### config.mk
export PLATFORM = sky130hd
export DESIGN_NAME = eight_step_gate_sequencer_top
export DESIGN_NICKNAME = d
export VERILOG_FILES = /design/src/rtl/egs_pkg.sv /design/src/rtl/eight_step_gate_sequencer_top.sv /design/src/rtl/egs_csr.sv /design/src/rtl/egs_core.sv
export SDC_FILE = /design/constraint.sdc
export NUM_CORES = 1
export LEC_CHECK = 0
export BUFFER_PORTS_ARGS = -buffer_cell sky130_fd_sc_hd__buf_2
export CORE_UTILIZATION = 57
export CTS_CLUSTER_SIZE = 8
export DETAILED_ROUTE_END_ITERATION = 12
export GPL_ROUTABILITY_DRIVEN = 0
export PLACE_DENSITY = 0.78
export SLEW_MARGIN = 20
export SYNTH_ARGS = -nofsm -noshare
export SYNTH_HDL_FRONTEND = slang
export SYNTH_SLANG_ARGS = --single-unit
### constraint.sdc
create_clock -name clock -period 6.5 [get_ports clock]
set_clock_uncertainty 0.1 [all_clocks]
set_input_delay 1.3 -clock clock [delete_from_list [all_inputs] [get_ports clock]]
set_output_delay 1.3 -clock clock [all_outputs]
set_load 0.03 [all_outputs]
### src/rtl/egs_pkg.sv
// Package for the eight-step gate sequencer.
// Holds request/response/config types, field widths, reset values and register indexes.
// No dependencies.
package egs_pkg;

   localparam int NUM_STEPS_DEF  = 8;
   localparam int PHASE_BITS_DEF = 32;

   localparam int TEMPO_W    = 9;
   localparam int DELTA_W    = 4;
   localparam int INC_W      = 16;
   localparam int DUTY_W     = 32;
   localparam int OUT_STEP_W = 3;
   localparam int CSR_IDX_W  = 2;
   localparam int CSR_DATA_W = 32;

   localparam logic [INC_W-1:0]  INC_RESET  = INC_W'(746);
   localparam logic [DUTY_W-1:0] DUTY_RESET = 32'h8000_0000;

   typedef enum logic [CSR_IDX_W-1:0] {
      CSR_PHASE_INC = 2'd0,
      CSR_DUTY      = 2'd1
   } csr_idx_type;

   typedef struct packed {
      logic [TEMPO_W-1:0]        tempo_bpm;
      logic                      mode_press;
      logic signed [DELTA_W-1:0] encoder_delta;
      logic                      toggle_press;
   } req_type;

   typedef struct packed {
      logic                  gate_out;
      logic [OUT_STEP_W-1:0] play_step;
      logic [OUT_STEP_W-1:0] edit_step;
      logic                  view_mode;
      logic [OUT_STEP_W-1:0] led_step;
      logic                  led_on;
   } rsp_type;

   typedef struct packed {
      logic [INC_W-1:0]  phase_inc_per_bpm;
      logic [DUTY_W-1:0] duty_threshold;
   } cfg_type;

endpackage

### src/rtl/eight_step_gate_sequencer_top.sv
// Top level of the eight-step gate sequencer: request register, result register, handshakes.
// Depends on egs_pkg, egs_csr and egs_core.
//
// One request per clock cycle, sustained while no response is held under rsp_stall. A request
// enters an input register, is processed from there against the sequencer state (control events, then
// the phase add with a 9x16 multiply, wrap check and duty compare) and its response is loaded into
// the result register, which raises rsp_valid; a response held under rsp_stall keeps it waiting.
// The response register lets the next request enter while a finished response waits under
// rsp_stall. Configuration writes are always ready and take effect once registered in egs_csr;
// write them only while idle.
module eight_step_gate_sequencer_top #(
   parameter int NUM_STEPS  = egs_pkg::NUM_STEPS_DEF,
   parameter int PHASE_BITS = egs_pkg::PHASE_BITS_DEF
) (
   input  logic                           clock,
   input  logic                           reset,
   input  logic                           req_valid,
   output logic                           req_stall,
   input  egs_pkg::req_type               req_data,
   output logic                           rsp_valid,
   input  logic                           rsp_stall,
   output egs_pkg::rsp_type               rsp_data,
   input  logic                           csr_valid,
   output logic                           csr_ready,
   input  logic [egs_pkg::CSR_IDX_W-1:0]  csr_index,
   input  logic [egs_pkg::CSR_DATA_W-1:0] csr_wdata
);
   import egs_pkg::*;

   logic    in_valid_ff;
   logic    in_valid_in;
   req_type in_data_ff;
   logic    rsp_valid_ff;
   logic    rsp_valid_in;
   rsp_type rsp_data_ff;
   rsp_type result;
   cfg_type cfg;
   logic    advance;
   logic    accept;

   assign csr_ready = 1'b1;

   assign advance     = in_valid_ff && !(rsp_valid_ff && rsp_stall);
   assign req_stall   = in_valid_ff && !advance;
   assign accept      = req_valid && !req_stall;
   assign in_valid_in = accept || (in_valid_ff && !advance);
   assign rsp_valid_in = advance || (rsp_valid_ff && rsp_stall);

   egs_csr u_csr (
      .clock     (clock),
      .reset     (reset),
      .csr_valid (csr_valid && csr_ready),
      .csr_index (csr_index),
      .csr_wdata (csr_wdata),
      .cfg       (cfg)
   );

   egs_core #(
      .NUM_STEPS  (NUM_STEPS),
      .PHASE_BITS (PHASE_BITS)
   ) u_core (
      .clock   (clock),
      .reset   (reset),
      .advance (advance),
      .item    (in_data_ff),
      .cfg     (cfg),
      .result  (result)
   );

   always_ff @(posedge clock) begin
      if (reset) begin
         in_valid_ff  <= 1'b0;
         rsp_valid_ff <= 1'b0;
      end else begin
         in_valid_ff  <= in_valid_in;
         rsp_valid_ff <= rsp_valid_in;
      end
   end

   always_ff @(posedge clock) begin
      if (accept) begin
         in_data_ff <= req_data;
      end
      if (advance) begin
         rsp_data_ff <= result;
      end
   end

   assign rsp_valid = rsp_valid_ff;
   assign rsp_data  = rsp_data_ff;

endmodule

### src/rtl/egs_csr.sv
// Configuration registers of the gate sequencer: phase increment and duty threshold.
// Depends on egs_pkg.
module egs_csr (
   input  logic                             clock,
   input  logic                             reset,
   input  logic                             csr_valid,
   input  logic [egs_pkg::CSR_IDX_W-1:0]    csr_index,
   input  logic [egs_pkg::CSR_DATA_W-1:0]   csr_wdata,
   output egs_pkg::cfg_type                 cfg
);
   import egs_pkg::*;

   logic [INC_W-1:0]  inc_ff;
   logic [INC_W-1:0]  inc_in;
   logic [DUTY_W-1:0] duty_ff;
   logic [DUTY_W-1:0] duty_in;

   always_comb begin
      inc_in  = inc_ff;
      duty_in = duty_ff;
      if (csr_valid) begin
         case (csr_index)
            CSR_PHASE_INC: inc_in  = csr_wdata[INC_W-1:0];
            CSR_DUTY:      duty_in = csr_wdata[DUTY_W-1:0];
            default: ;
         endcase
      end
   end

   always_ff @(posedge clock) begin
      if (reset) begin
         inc_ff  <= INC_RESET;
         duty_ff <= DUTY_RESET;
      end else begin
         inc_ff  <= inc_in;
         duty_ff <= duty_in;
      end
   end

   assign cfg.phase_inc_per_bpm = inc_ff;
   assign cfg.duty_threshold    = duty_ff;

endmodule

### src/rtl/egs_core.sv
// Sequencer state and per-request update: mode, cursor, pattern, phase accumulator, play step.
// Depends on egs_pkg.
module egs_core #(
   parameter int NUM_STEPS  = egs_pkg::NUM_STEPS_DEF,
   parameter int PHASE_BITS = egs_pkg::PHASE_BITS_DEF
) (
   input  logic             clock,
   input  logic             reset,
   input  logic             advance,
   input  egs_pkg::req_type item,
   input  egs_pkg::cfg_type cfg,
   output egs_pkg::rsp_type result
);
   import egs_pkg::*;

   localparam int STEP_W = $clog2(NUM_STEPS);
   localparam int POS_W  = STEP_W + 5;
   localparam int PROD_W = TEMPO_W + INC_W;
   localparam int SUM_W  = ((PHASE_BITS > PROD_W) ? PHASE_BITS : PROD_W) + 1;
   localparam int CMP_W  = (PHASE_BITS > DUTY_W) ? PHASE_BITS : DUTY_W;
   localparam logic signed [POS_W-1:0] STEPS_S = POS_W'(NUM_STEPS);
   localparam logic [STEP_W-1:0] LAST_STEP = STEP_W'(NUM_STEPS - 1);

   logic [NUM_STEPS-1:0]  pattern_ff;
   logic [NUM_STEPS-1:0]  pattern_in;
   logic [STEP_W-1:0]     cursor_ff;
   logic [STEP_W-1:0]     cursor_in;
   logic [STEP_W-1:0]     play_ff;
   logic [STEP_W-1:0]     play_in;
   logic [PHASE_BITS-1:0] phase_ff;
   logic [PHASE_BITS-1:0] phase_in;
   logic                  latched_ff;
   logic                  latched_in;
   logic                  mode_ff;
   logic                  mode_in;

   logic [PROD_W-1:0]       prod;
   logic [SUM_W-1:0]        sum;
   logic                    wrap;
   logic signed [POS_W-1:0] cursor_sum;

   function automatic logic [STEP_W-1:0] wrap_pos(input logic signed [POS_W-1:0] v);
      logic signed [POS_W-1:0] r;
      r = v;
      for (int i = 0; i < 8; i++) begin
         if (r < 0) begin
            r = r + STEPS_S;
         end else if (r >= STEPS_S) begin
            r = r - STEPS_S;
         end
      end
      return r[STEP_W-1:0];
   endfunction

   function automatic logic [OUT_STEP_W-1:0] to_out(input logic [STEP_W-1:0] s);
      logic [STEP_W+OUT_STEP_W-1:0] w;
      w = (STEP_W + OUT_STEP_W)'(s);
      return w[OUT_STEP_W-1:0];
   endfunction

   assign cursor_sum = signed'(POS_W'(cursor_ff)) + POS_W'(item.encoder_delta);
   assign prod = PROD_W'(item.tempo_bpm) * PROD_W'(cfg.phase_inc_per_bpm);
   assign sum  = SUM_W'(phase_ff) + SUM_W'(prod);
   assign wrap = |sum[SUM_W-1:PHASE_BITS];

   always_comb begin
      mode_in    = mode_ff ^ item.mode_press;
      cursor_in  = cursor_ff;
      pattern_in = pattern_ff;
      if (!mode_in) begin
         cursor_in = wrap_pos(cursor_sum);
         if (item.toggle_press) begin
            pattern_in[cursor_in] = ~pattern_ff[cursor_in];
         end
      end
      play_in    = play_ff;
      latched_in = latched_ff;
      if (wrap) begin
         play_in    = (play_ff == LAST_STEP) ? '0 : play_ff + 1'b1;
         latched_in = pattern_in[play_in];
      end
      phase_in = sum[PHASE_BITS-1:0];
   end

   always_comb begin
      result.gate_out  = (CMP_W'(phase_in) < CMP_W'(cfg.duty_threshold)) && latched_in;
      result.play_step = to_out(play_in);
      result.edit_step = to_out(cursor_in);
      result.view_mode = mode_in;
      result.led_step  = mode_in ? to_out(play_in) : to_out(cursor_in);
      result.led_on    = mode_in ? latched_in : pattern_in[cursor_in];
   end

   always_ff @(posedge clock) begin
      if (reset) begin
         pattern_ff <= '0;
         cursor_ff  <= '0;
         play_ff    <= '0;
         phase_ff   <= '0;
         latched_ff <= 1'b0;
         mode_ff    <= 1'b0;
      end else if (advance) begin
         pattern_ff <= pattern_in;
         cursor_ff  <= cursor_in;
         play_ff    <= play_in;
         phase_ff   <= phase_in;
         latched_ff <= latched_in;
         mode_ff    <= mode_in;
      end
   end

`ifndef SYNTH
   a_play_range: assert property (@(posedge clock) disable iff (reset)
      int'(play_ff) < NUM_STEPS)
      else $error("play step out of range");

   a_cursor_range: assert property (@(posedge clock) disable iff (reset)
      int'(cursor_ff) < NUM_STEPS)
      else $error("edit cursor out of range");

   a_hold_when_idle: assert property (@(posedge clock) disable iff (reset)
      !advance |=> $stable(phase_ff) && $stable(pattern_ff) && $stable(play_ff))
      else $error("state moved without a request");

   a_view_freezes_edit: assert property (@(posedge clock) disable iff (reset)
      advance && mode_ff && !item.mode_press |=> $stable(cursor_ff) && $stable(pattern_ff))
      else $error("cursor or pattern changed in view mode");
`endif

endmodule
Word level (Yosys, flattened, before mapping)

Index checks and enable logic that the tools add are counted.

Multiply operators: 1
$lt $le $gt $ge: 21
Multiplexer cells: 41
Bitwise gates (word level): 2
Eq/ne operators: 2
Add/sub/neg operators: 19
Reduce and logical (&&, ||, !) cells: 14

Operator list:

| operator              | count |
|---|---|
| $mux W8               | 23 |
| $ge A8 B5 Y1 const B  | 7 |
| $lt A8 B1 Y1 const B  | 7 |
| $add A8 B5 Y8 const B | 6 |
| $sub A8 B5 Y8 const B | 6 |
| $add A32 B25 Y33      | 1 |
| $lt A32 B32 Y1        | 1 |
| $mul A9 B16 Y25       | 1 |
| $mux W3               | 7 |
| $lt A3 B4 Y1 const B  | 3 |
| $bmux W1 S3           | 3 |
| $bwmux W8             | 1 |
| $add A3 B1 Y3 const B | 2 |
| $add A5 B5 Y6 const B | 1 |
| $logic_and A1 B1 Y1   | 6 |
| $mux W1               | 6 |
| $sub A5 B5 Y6 const B | 1 |
| $add A4 B4 Y5         | 1 |
| $ge A5 B5 Y1 const B  | 1 |
| $lt A5 B1 Y1 const B  | 1 |
| $reduce_and A2 Y1     | 2 |
| $demux W1 S3          | 1 |
| $eq A3 B3 Y1 const B  | 1 |
| $ge A3 B1 Y1 const B  | 1 |
| other kinds (7)       | 10 |

Output and inout port bits: 15
Logic and storage cells: 120
Bits of input ports: 54
Bits in registers: 125

Longest topological paths before layout

Gate-level depths: netlist (run 1).

Depth after elaboration: 44
Mapped depth: 28
Gate-level depth less buffers: 27

Hierarchy

From an unflattened synthesis (run 1), not the netlist that was laid out.

Cell total of the unflattened synthesis: 1256
Area total of the unflattened synthesis: 11765.0 um^2

Modules (own cells, without submodules):

| module                        | cells an instance | times used | area an instance (um^2) | sequential area each (um^2) |
|---|---|---|---|---|
| egs_core                      | 1017              | 1          | 8784.7                  | 960.9 |
| egs_csr                       | 200               | 1          | 2072.0                  | 960.9 |
| eight_step_gate_sequencer_top | 39                | 1          | 908.4                   | 850.8 |

Worst setup path before layout (run 1)

OpenSTA, ideal clock, no wires.

Kind: register -> register
Start point: register in_data_ff[8] (netlist bit)
End point: register rsp_data_ff, in the netlist rsp_data[11] (data pin)
Slack: -162 ps
Period minus slack after synthesis: 6662 ps
Buffers on the path: 1
Cell stages (with the launch flop): 27
Setup time: 130 ps
Required time: 6270 ps
Data arrival time: 6432 ps
Cells stage by stage: edfxtp_1 -> clkbuf_1 -> nand2_1 -> fa_1 -> inv_1 -> fa_1 -> fa_1 -> fa_1 -> inv_1 -> fa_1 -> inv_1 -> ha_1 -> a21o_1 -> a21o_1 -> a221o_1 -> a2111oi_0 -> o41ai_1 -> xor2_1 -> ha_1 -> a21o_1 -> a21o_1 -> a21oi_1 -> nor2b_1 -> o21ai_0 -> a21oi_1 -> nor2_1 -> and3_2

RTL lines:

| element                | RTL line                            | source |
|---|---|---|
| start, declared        | eight_step_gate_sequencer_top.sv:32 | `req_type in_data_ff;` |
| start signal, assigned | eight_step_gate_sequencer_top.sv:82 | `in_data_ff <= req_data;` |
| end signal, assigned   | eight_step_gate_sequencer_top.sv:85 | `rsp_data_ff <= result;` |
| end, declared          | eight_step_gate_sequencer_top.sv:35 | `rsp_type rsp_data_ff;` |

==> metrics.txt, run 1 <==
r2r setup slk -170 ps; PortBufs 66; total track usage 29.7%; Layout fillers 1,430; Hold-fix buffers, CTS 0; die area between 20,000 and 25,000 um^2; Buf/Inv on CP 6; crit path max-delay cell type fa_1; register bit total from synthesis 124; via count 9,598; First-pass DRT Iterations 5; Syn-to-layout area delta 19.6%; yosys warns 0; Worst-path clk slew 60 ps; Initial Util 58.4%; Root Driver clkbuf_16; critical path data arrival time 6870 ps; Max Cap Viol 0; sequential cell area fraction in the yosys report 24.0%; CTS tree yes; CP Class flip-flop to flip-flop; hold path depth 2; # DRC 0; Worst path top cell family by delay adder cells; failing checks setup timing; CP max stage delay 530 ps; WL final 28.7 mm; hpwl dp about 21 mm; clk sinks about 120; Top FF cell, synth dfxtp_1; Site Rows 51; Post-Route Setup TNS -173 ps; number of DRC markers in iteration 0 602; vias in the first global route between 9,000 and 10,000; gr ovfl total 0; Min-Delay Path Class flip-flop to flip-flop; height of the die 143 um; Final setup viols 1; Max clock buf depth 2; first-pass GRT wire length 47.3 mm; final slew viol count 0; Placed Instances 1,693; Peak VDD IR 367 uV; fmax 150 MHz; Max H-tree Level 4; Post-synth ARST share 0%; total nets after synthesis 1,599; core area slightly below 20,000 um^2; Reg2Reg Launch Point in_data_ff[13]; leakage dissipation 6.42 nW; Slew headroom 26.3%; WP data required roughly 6700 ps; fin crit share 103%; syn_area_per_cell around 8.6 um^2; Synth cell types 66; cell area after synthesis 11,400 um^2; # nets final 1,732; Skew-Pair Late Insertion Delay 440 ps; register area 2750 um^2; Ports 69; Final Instance Count excl. Fillers 1,743; EDFF count, synth 26; layout cells sized above 1 20.1%; Worst R2R End rsp_data[11]; hold wc startpoint u_core.phase_ff[14]; worst-path maximum fanout 8; final worst path period need 6670 ps; RSZ-0062 raised after global routing yes; cts bufs inserted 17; CP Launch Type flip-flop; P per Cell Area 441 nW/um^2; WL per Instance 16.5 um; Worst Slack Setup Final -173 ps; CP dominant cell by count fa_1; Hold Path End u_core.phase_ff[14]; actual slew at the worst max-slew pin 1100 ps; final hold vios 0; post-DR vias/cell 5.51; pin count of the biggest net entering global routing 60; number of routed nets with antenna violations 0; Die X 143 um; Reg2Reg Depth 27; antenna violations before repair 1; multi-input logic area 8080 um^2; Worst setup EP type flip-flop; status finished with violations; Syn Inst Count 1,331
## metal layers
metal / track usage [%] / part of all wire, % / vias to the layer above
met5: 0 / 0 / -
met4: 11.6 / 3.0 / 0
met3: 4.67 / 5.5 / 77
met2: 51.6 / 51 / 308
met1: 36.9 / 41 / 4667
li1: - / - / 4546
## worst min-delay path: cells and delay by family, from the launching register on
family,cells,cell delay (ps)
compound gates,1,50
flops,1,300
simple gates,1,50
## worst max-delay path by stage
stage / from / end / slack [ps] / cells past startpoint
floorplan: in_data_ff[6] / rsp_data[11] / 5 / 25
global placement: in_data_ff[12] / rsp_data[11] / -380 / 21
detailed placement: in_data_ff[13] / rsp_data[11] / -460 / 25
CTS: in_data_ff[9] / rsp_data[11] / -160 / 23
global route: in_data_ff[13] / rsp_data[11] / -370 / 23
finish: in_data_ff[13] / rsp_data[11] / -170 / 27
## area by class of cell
class	count	area share [%]
flip-flops and latches	124	20.1
repair buffers	183	9.08
clock buffers	21	3.61
well taps	265	2.43
clock inverters	11	0.578
diodes	1	0.0183
multi-input cells	958	59.2
inverters	180	4.95
## where the power goes
group	internal [W]	switching (W)
registers	0.000843	0.0000362
clock network	0.000544	0.000378
logic	0.00202	0.00219
## metrics by stage
stage                     area, um^2  total power [W]  utilization [%]  worst slack (ps)  hold WS (ps)
after global routing           13600          0.00648             69.9              -374           373
after global placement         12600          0.00437             64.4              -378           343
after CTS                      13500          0.00583             69.0              -159           355
after floorplan                11400          0.00318                -              4.57           336
after detailed placement       12600          0.00451             64.4              -456           347
final                          13600          0.00601             69.9              -173           352
## logic make-up (layout without fill, tap and decap cells)
logic type | Yosys count | count (layout) | share of synthesized area, %
and+or+nand+nor | 472 | 472 | 19.1
buffers and inverters | 249 | 395 | 8.32
adders and majority gates | 214 | 214 | 31.4
AOI/OAI and AO/OA | 199 | 199 | 10.7
DFF | 124 | 124 | 24.0
xor gates and xnor gates | 40 | 40 | 3.37
muxes | 32 | 32 | 3.07
other | 1 | 2 | 0.0329
## cell usage after synthesis, types with 3 or more instances
cell         n  area share (%)
nor3_1      19            0.83
buf_1        4            0.13
a211oi_1     8            0.53
edfxtp_1    26             6.8
xor2_1      17             1.3
nand2_1    236             7.8
nand2b_1     3            0.16
dfxtp_1     98              17
o21ai_0     24             1.1
o31ai_1      3            0.20
o21a_1       6            0.39
clkbuf_1    61             2.0
mux2i_1     20             1.8
nand3b_1     3            0.20
and3_1       7            0.38
nor2_1      66             2.2
fa_1       121              21
nor2b_1      5            0.27
a31oi_1      5            0.27
o21bai_1     5            0.33
nand3_1     18            0.79
a21o_1      27             1.8
ha_1        93              10
inv_1      180             5.9
a21oi_1     98             4.3
nand4_1     12            0.66
and2_1      89             4.9
xnor2_1     21             1.6
a2111oi_0    3            0.23
mux2_2      10            0.99
or4_1        3            0.20
## sequential cells by signal, indices dropped and copies added (netlist names)
name / count
u_core.latched_ff: 1
u_csr.inc_ff: 16
in_valid_ff: 1
rsp_valid: 1
u_core.pattern_ff: 8
u_core.play_ff: 3
u_core.mode_ff: 1
rsp_data: 12
in_data_ff: 14
u_core.phase_ff: 32
u_core.cursor_ff: 3
u_csr.duty_ff: 32
## repair_timing
item	4_1_cts	5_1_grt
buffers inserted	14	3
setup endpoints to repair	2	5
pin swaps	58	16
resized for setup	53	28
hold endpoints to repair	0	0
## cells in the final DEF (no fill, tap or decap), drive strengths merged, types with 25 or more instances in the layout
cell    instances
fa            121
and2           89
dfxtp          98
o21ai          25
inv           183
edfxtp         26
a21oi          98
ha             93
nand2         236
buf           183
nor2           66
a21o           27
Power figures use the tool's default switching activity.
==> run 2: changes to the inputs <==
- MAX_ROUTING_LAYER: not set -> met4
==> run 2 against run 1 <==
The flow still finishes with violations (setup timing); largest cell class unchanged; register-to-register slack lost 30 ps; via count grew 0.57%; count of clock-buffer cells in the layout is the same; critical path depth is the same; worst setup slack lost 26 ps; non-clock buffer count is the same; flip-flop and latch count is the same; die area is the same; total power grew 0.11%; fmax shrank 0.40%; combinational power is essentially flat; first-iteration DRC count shrank 2.2%.
==> metrics.txt, run 2 (synthesis gave the netlist of run 1 again) <==
cts bufs inserted 17 (unchanged); die area 20,600 um^2 (unchanged); core area 19,500 um^2 (unchanged); Final setup viols 1 (unchanged); antenna violations before repair 1 (unchanged); post-DR vias/cell 5.54 (+0.57%); critical path data arrival time 6900 ps (+30 ps); via count 9,653 (+0.57%); Slew headroom 26.1% (-0.20 points); hold path depth 2 (unchanged); hpwl dp 21.1 mm (unchanged); Layout fillers 1,430 (unchanged); commonest cells after routing, fill and taps aside nand2_1 (236), inv_1 (175), fa_1 (118); r2r setup slk -200 ps (-30 ps); WL per Instance 16.5 um (+0.25%); # DRC 0 (unchanged); Worst setup EP type flip-flop; worst-path maximum fanout 8 (unchanged); first-pass GRT wire length 47.2 mm (about the same); total power 0.00602 W (+0.11%); Initial Util 58.4% (unchanged); Min-Delay Path Class flip-flop to flip-flop; number of DRC markers in iteration 0 589 (-2.2%); Regs by FF count u_core.phase_ff (32), u_csr.duty_ff (32), u_csr.inc_ff (16); Die X 143 um (unchanged); CP Launch Type flip-flop; Max H-tree Level 4 (unchanged); Reg2Reg Depth 27 (unchanged); Peak VDD IR 367 uV (about the same); CTS tree yes; Root Driver clkbuf_16; Worst Slack Setup Final -200 ps (-26.5 ps); Syn-to-layout area delta 19.6% (unchanged); gr ovfl total 0 (unchanged); RSZ-0062 raised after global routing yes; failing checks setup timing; actual slew at the worst max-slew pin 1100 ps (+2.96 ps); final slew viol count 0 (unchanged); final hold vios 0 (unchanged); Worst-path clk slew 60 ps (about the same); final core utilization 69.9% (unchanged); total track usage 30.6% (+0.88 points); final worst path period need 6700 ps (+26.5 ps); pin count of the biggest net entering global routing 60 (unchanged); fin crit share 103% (+0.41 points); clk sinks 124 (unchanged); # nets final 1,732 (unchanged); vias in the first global route 9,665 (+0.12%); number of routed nets with antenna violations 0 (unchanged); CP Class flip-flop to flip-flop; P per Cell Area 441 nW/um^2 (+0.11%); height of the die 143 um (unchanged); Ports 69 (unchanged); Skew-Pair Late Insertion Delay 440 ps (about the same); layout cells sized above 1 20.1% (unchanged); Max Cap Viol 0 (unchanged); Max clock buf depth 2 (unchanged); WL final 28.8 mm (+0.25%); commonest non-fill, non-tap cell in the layout nand2_1; Site Rows 51 (unchanged); leakage dissipation 6.42 nW (unchanged); status finished with violations; fmax 149 MHz (-0.40%); First-pass DRT Iterations 5 (unchanged); WP data required 6700 ps (about the same); PortBufs 66 (unchanged)
-- run 2: worst paths after layout --
| path | startpoint | endpoint |
|---|---|---|
| worst min-delay path | u_core.phase_ff[14] | u_core.phase_ff[14] |
| worst max-delay path | in_data_ff[13] | rsp_data[11] |
| worst min register to register | u_core.phase_ff[14] | u_core.phase_ff[14] |
| worst max register to register | in_data_ff[13] | rsp_data[11] |
-- run 2: power by group --
part / switching [W] / internal [W]
clock: 0.000378 / 0.000544
sequential: 0.0000363 / 0.000843
combinational: 0.00220 / 0.00202
total: 0.00261 / 0.00341
-- run 2: what timing repair did --
item	in CTS	in global routing
hold buffers	0	0
pin swaps	58	16
gates cloned	0	0
gates resized for setup	53	28
setup buffers	14	3
setup endpoints to repair	2	5
-- run 2: worst max-delay path, stage by stage (launching register included) --
cell	delay, ps
edfxtp_1	380
buf_4	180
buf_4	170
and2_1	170
fa_1	500
inv_1	50
fa_1	530
inv_1	50
fa_1	530
inv_1	60
fa_1	480
fa_1	540
inv_1	100
ha_4	270
a21oi_4	210
o21bai_4	90
a2111oi_4	360
o41ai_2	150
xor2_1	290
ha_1	300
a21o_1	190
a21o_1	180
a21oi_2	130
nor2b_1	50
o21ai_0	140
a21oi_1	80
nor2_1	100
and3_4	180
-- run 2: final cells by class --
| type | count | area, um^2 | area share, % |
|---|---|---|---|
| Clock buffer | 21 | 493 | 3.61 |
| Tap cell | 265 | 332 | 2.43 |
| Multi-Input combinational cell | 958 | 8080 | 59.2 |
| Antenna cell | 1 | 2.50 | 0.0183 |
| Inverter | 180 | 676 | 4.95 |
| Timing Repair Buffer | 183 | 1240 | 9.08 |
| Clock inverter | 11 | 78.8 | 0.578 |
| Sequential cell | 124 | 2750 | 20.1 |
-- run 2: per-layer routing --
metal	routed length [um]	global-route usage (%)
met4	898	11.6
met1	11700	36.7
met3	1630	4.67
met5	0	-
met2	14500	51.8
-- run 2: stage by stage --
step	cells	setup TNS, ps	cell area, um^2	setup slack [ps]	hold WS, ps
after detailed placement	1693	-456	12600	-456	347
after floorplan	1331	0	11400	4.57	336
after global placement	1693	-378	12600	-378	343
final	1743	-200	13600	-200	353
after global routing	1743	-408	13600	-385	373
after CTS	1739	-159	13500	-159	355
